**src/design/mtfps_pkg.sv**
```systemverilog
package mtfps_pkg;

  // Configuration register indexes
  typedef logic [1:0] cfg_idx_t;

  localparam cfg_idx_t CFG_BLACK_POINT   = 2'd0;
  localparam cfg_idx_t CFG_WHITE_POINT   = 2'd1;
  localparam cfg_idx_t CFG_MIDTONE_LEVEL = 2'd2;
  localparam cfg_idx_t CFG_MASK_ENABLE   = 2'd3;

  // Reset value of the midtone register
  localparam logic [31:0] MIDTONE_RESET = 32'd16384;

endpackage

```
**src/design/mtfps_div.sv**
```systemverilog
module mtfps_div import mtfps_pkg::*; #(
  parameter int QB = 16,
  parameter int DB = 16,
  parameter int SB = 1
) (
  input  logic             clk,
  input  logic             rst_n,
  input  logic             en,
  input  logic             in_valid,
  input  logic [QB+DB-1:0] in_num,
  input  logic [DB-1:0]    in_den,
  input  logic [SB-1:0]    in_side,
  output logic             out_valid,
  output logic [QB-1:0]    out_q,
  output logic [SB-1:0]    out_side
);

  // Restoring divider, one quotient bit per stage. Needs in_num < in_den << QB.
  logic [DB-1:0] rem_r  [QB+1];
  logic [DB-1:0] den_r  [QB+1];
  logic [QB-1:0] low_r  [QB+1];
  logic [QB-1:0] q_r    [QB+1];
  logic [SB-1:0] side_r [QB+1];
  logic          v_r    [QB+1];

  assign rem_r[0]  = in_num[QB+DB-1:QB];
  assign low_r[0]  = in_num[QB-1:0];
  assign den_r[0]  = in_den;
  assign q_r[0]    = '0;
  assign side_r[0] = in_side;
  assign v_r[0]    = in_valid;

  for (genvar g = 0; g < QB; g++) begin : g_stage
    logic [DB:0] trial;
    logic        ge;

    assign trial = {rem_r[g], low_r[g][QB-1]};
    assign ge    = (trial >= {1'b0, den_r[g]});

    always_ff @(posedge clk) begin
      if (!rst_n) begin
        v_r[g+1] <= 1'b0;
      end else if (en) begin
        v_r[g+1] <= v_r[g];
      end
    end

    always_ff @(posedge clk) begin
      if (en) begin
        rem_r[g+1]  <= ge ? DB'(trial - {1'b0, den_r[g]}) : trial[DB-1:0];
        low_r[g+1]  <= {low_r[g][QB-2:0], 1'b0};
        q_r[g+1]    <= {q_r[g][QB-2:0], ge};
        den_r[g+1]  <= den_r[g];
        side_r[g+1] <= side_r[g];
      end
    end
  end

  assign out_valid = v_r[QB];
  assign out_q     = q_r[QB];
  assign out_side  = side_r[QB];

endmodule

```
**config.mk**
```make
export PLATFORM = sky130hd
export DESIGN_NAME = mtfps_div
export DESIGN_NICKNAME = d
export VERILOG_FILES = /design/src/design/mtfps_pkg.sv /design/src/design/mtfps_div.sv
export SDC_FILE = /design/constraint.sdc
export NUM_CORES = 1
export LEC_CHECK = 0
export BUFFER_PORTS_ARGS = -buffer_cell sky130_fd_sc_hd__buf_2
export CORE_ASPECT_RATIO = 0.6
export CORE_MARGIN = 3
export CORE_UTILIZATION = 55
export CTS_BUF_LIST = sky130_fd_sc_hd__clkbuf_4 sky130_fd_sc_hd__clkbuf_8 sky130_fd_sc_hd__clkbuf_16
export CTS_CLUSTER_SIZE = 28
export DETAILED_ROUTE_END_ITERATION = 7
export HOLD_SLACK_MARGIN = 0.08
export PLACE_DENSITY = 0.71
export SLEW_MARGIN = 20
export SYNTH_ARGS = -nofsm -noshare
export SYNTH_HDL_FRONTEND = slang
export SYNTH_SLANG_ARGS = --single-unit
```
**constraint.sdc**
```tcl
create_clock -name clk -period 3.89 [get_ports clk]
set_input_delay 0.778 -clock clk [delete_from_list [all_inputs] [get_ports clk]]
set_output_delay 0.778 -clock clk [all_outputs]
set_load 0.05 [all_outputs]
```
==> out/qor.log <==
INFO  grt            global_route_wire_length_before_repair=128000µm
INFO  timing         final-max-slew-violation-count=0
INFO  grt            grt_start_max_net_pins=105
INFO  place          placed_cell_area=39800µm²
INFO  synth          async_flop_share=0%
INFO  timing         finalSetupViolCount=0
INFO  critical_path  worst_path_max_delay_cell=o41ai_1
INFO  timing         final_min_period_over_clock_period=92.9%
INFO  synth          yosys_warnings=0
INFO  clock_tree     insertion_delay=0.63ns
INFO  pwr            design_power_total=33.4mW
INFO  synth          synthesis.nets=3397
INFO  synth          synth_ff_type=edfxtp_1
INFO  status         run_status=complete, no violations
INFO  timing         final_critical_path_time_including_i_o_delays_and_setup=3.61ns
INFO  clock_tree     cts_inserted_buffers=74
INFO  run            drv_cap=0
INFO  synth          ys_types=81
INFO  critical_path  family_of_cells_with_the_greatest_summed_delay_on_the_critical_path=compound AO/OA/AOI/OAI gates
INFO  critical_path  critical_path.n_buffers_inverters=0
INFO  routing        via_count=24100
INFO  clock_tree     cts_resized=0
INFO  layout         highest_count_cells_in_the_layout_ignoring_fill_and_taps=edfxtp_1, inv_1, ha_1
INFO  routing        ant_nets=0
INFO  clock_tree     cts-htree-levels=3
INFO  floorplanning  initial_standard_cell_utilization_of_the_core=55.9%
INFO  clock_tree     post_cts.repair.setup_buffers=0
INFO  timing         final_tns_setup=0ns
INFO  grt            grt.overflow.total=0
INFO  clock_tree     cts_tree=yes
INFO  synth          synth-seq-cells=768
INFO  grt            initial_antenna_violation_count=2
INFO  synth          syn_avg_cell_area=12.4µm²
INFO  routing        detail_route.wirelength=80900µm
INFO  clock_tree     root_buffer=clkbuf_16
INFO  grt            grtUsageTotal=22.3%
INFO  critical_path  crit_path_cell_trace=ha_1, nand4_1, o41ai_1, nor3_1, a21oi_2, mux2_2
INFO  synth          syn_area=38300µm²
INFO  floorplanning  chipHeight=210µm
INFO  critical_path  setup.worst_path.end_class=register
INFO  pwr            pwr_density_cell=790nW/µm²
INFO  routing        drcViolationCount=0
INFO  timing         fmaxAchievable=0.277GHz
INFO  floorplanning  floorplan.core_area=68400µm²
INFO  layout         fillCellCount=5255
INFO  synth          cell_type_with_the_largest_total_area_after_synthesis=edfxtp_1
INFO  layout         layoutNonFillerInstCount=4169
INFO  clock_tree     ctsLongestPathBuffers=3
INFO  critical_path  worstPathArrival=3.99ns
INFO  floorplanning  std_cell_rows=74
INFO  synth          synth-edff-count=752
INFO  synth          gate_count_post_synth=3073
INFO  timing         rsz0062_at_grt=false
INFO  place          place.detailed.hpwl=59300µm
INFO  min_path       holdCritPathClass=in2reg
INFO  layout         antenna_cells_inserted=0
INFO  timing         hold_violations=0
INFO  timing         worst_slew_pin_slew=1.02ns
INFO  critical_path  critical_path.max_fanout=18
INFO  place          numPlacedInstances=4035
INFO  synth          synth.top_cells.by_area=edfxtp_1, ha_1, inv_1
INFO  floorplanning  io_pins=71
INFO  critical_path  worstSetupStartpointType=register
INFO  floorplanning  fp.dieW=346µm
INFO  pwr            cellLeakagePower=16.8nW
INFO  routing        vias_per_cell=5.79
INFO  routing        first_pass_iters=5
INFO  synth          synth-seq-area-share=59.9%
INFO  synth          synthDominantCellAreaShare=59.0%
INFO  routing        avgRoutedWirePerCell=19.4µm
INFO  layout         layout.cells.most_common=edfxtp_1
INFO  floorplanning  die-area=72900µm²
INFO  timing         clock_skew=0.0277ns
INFO  timing         max_slew_margin=31.2%
INFO  place          portBuffers=70
INFO  critical_path  required_time_of_the_worst_setup_path=4.27ns
INFO  layout         area_growth_syn_to_layout=10.5%
INFO  layout         final_net_count=3523
INFO  critical_path  crit_path_max_incr_delay=0.89ns
INFO  clock_tree     clock_sink_count=768
INFO  routing        drt_iter0_markers=2518
INFO  place          routabilityCongestion=0.925
INFO  grt            via_count_of_the_first_global_routing_pass=23100
INFO  pwr            worst_ir_drop_vdd=355µV
INFO  critical_path  critical_path_class=reg2reg
INFO  layout         finish.instance_area=42300µm²
INFO  clock_tree     clk_pin_slew=0.06ns
INFO  layout         ratio_of_cells_with_drive_above_1_in_the_final_layout=10.7%
INFO  clock_tree     holdBufCountCts=0
==> where the power goes <==
| part | switching [mW] | internal (mW) |
|---|---|---|
| clock | 3.09 | 4.17 |
| combinational | 7.70 | 5.73 |
| sequential | 0.989 | 11.7 |
| total | 11.8 | 21.6 |
==> path summary, 6_finish.rpt <==
kind	from	to	slack, ns	cells past startpoint
worst max-delay path	g_stage[12].trial[15]	g_stage[13].trial[4]	0.28	6
worst min-delay path	in_num[5]	low_r[246]	0.33	1
worst max register to register	g_stage[12].trial[15]	g_stage[13].trial[4]	0.28	6
worst min register to register	low_r[155]	low_r[140]	0.41	0
==> stage by stage <==
stage	util (%)	worst slack [ns]	hold slack (ns)
global route	61.8	0.0299	0.266
finish	61.8	0.278	0.326
detailed placement	58.2	0.401	0.405
CTS	61.8	0.362	0.282
floorplan	-	0.952	0.400
global placement	58.2	0.477	0.401
==> synthesized netlist by cell type (13+ instances only) <==
| cell type | number |
|---|---|
| or3_1 | 18 |
| nand3_1 | 35 |
| and3_1 | 13 |
| edfxtp_1 | 752 |
| a21oi_1 | 217 |
| dfxtp_1 | 16 |
| nand2_1 | 194 |
| o21ai_0 | 193 |
| nand4_1 | 36 |
| buf_2 | 23 |
| nor2b_1 | 61 |
| a31oi_1 | 33 |
| o21a_1 | 58 |
| nand2b_1 | 25 |
| fa_1 | 15 |
| a21o_1 | 45 |
| mux2_2 | 73 |
| nor2_1 | 172 |
| o31ai_1 | 27 |
| mux2i_1 | 27 |
| a211o_1 | 15 |
| buf_4 | 19 |
| inv_1 | 339 |
| xor2_1 | 55 |
| nor3_1 | 48 |
| or2_2 | 17 |
| ha_1 | 256 |
| clkbuf_1 | 17 |
| xnor2_1 | 95 |
| o31a_1 | 20 |
==> registers in the layout (all words and copies together), names as in the netlist <==
register	cells
den_r	240
out_side	1
low_r	105
q_r	120
out_valid	1
side_r	15
out_q	16
g_stage.trial	255
v_r	15
==> cells by family (layout without fill, tap and decap cells) <==
| family | after synthesis | in the layout | share of synthesized area [%] |
|---|---|---|---|
| multiplexers | 105 | 105 | 3.00 |
| AND/OR/NAND/NOR | 660 | 660 | 8.31 |
| buffers and inverters | 403 | 587 | 4.30 |
| AO/OA/AOI/OAI | 716 | 716 | 11.9 |
| flip-flops | 768 | 768 | 59.9 |
| XOR/XNOR | 150 | 150 | 3.43 |
| adder cells (fa/ha/maj) | 271 | 271 | 9.16 |
==> worst register-to-register path, cell delays in order (launching register included) <==
cell and delay, ns:
edfxtp_1 0.42, ha_1 0.47, nand4_1 0.27, o41ai_1 0.89
nor3_1 0.13, a21oi_2 0.75, mux2_2 0.42
==> final cells by class <==
type | count | area, µm² | share of cell area, %
inverter | 340 | 1280 | 3.02
clock inverter | 51 | 512 | 1.21
sequential | 768 | 22900 | 54.2
clock buffer | 83 | 1920 | 4.54
multi-input combinational | 1902 | 13700 | 32.5
tap | 912 | 1140 | 2.70
timing repair buffer | 113 | 783 | 1.85
==> layer usage <==
layer / up-vias / track usage [%] / wire [µm]
li1: 11600 / - / -
met1: 11700 / 35.9 / 41000
met2: 745 / 31.2 / 32900
met3: 102 / 4.83 / 5780
met4: 2 / 4.32 / 1220
met5: - / 0 / 10
Note: power is estimated with default switching activity, not from simulation.
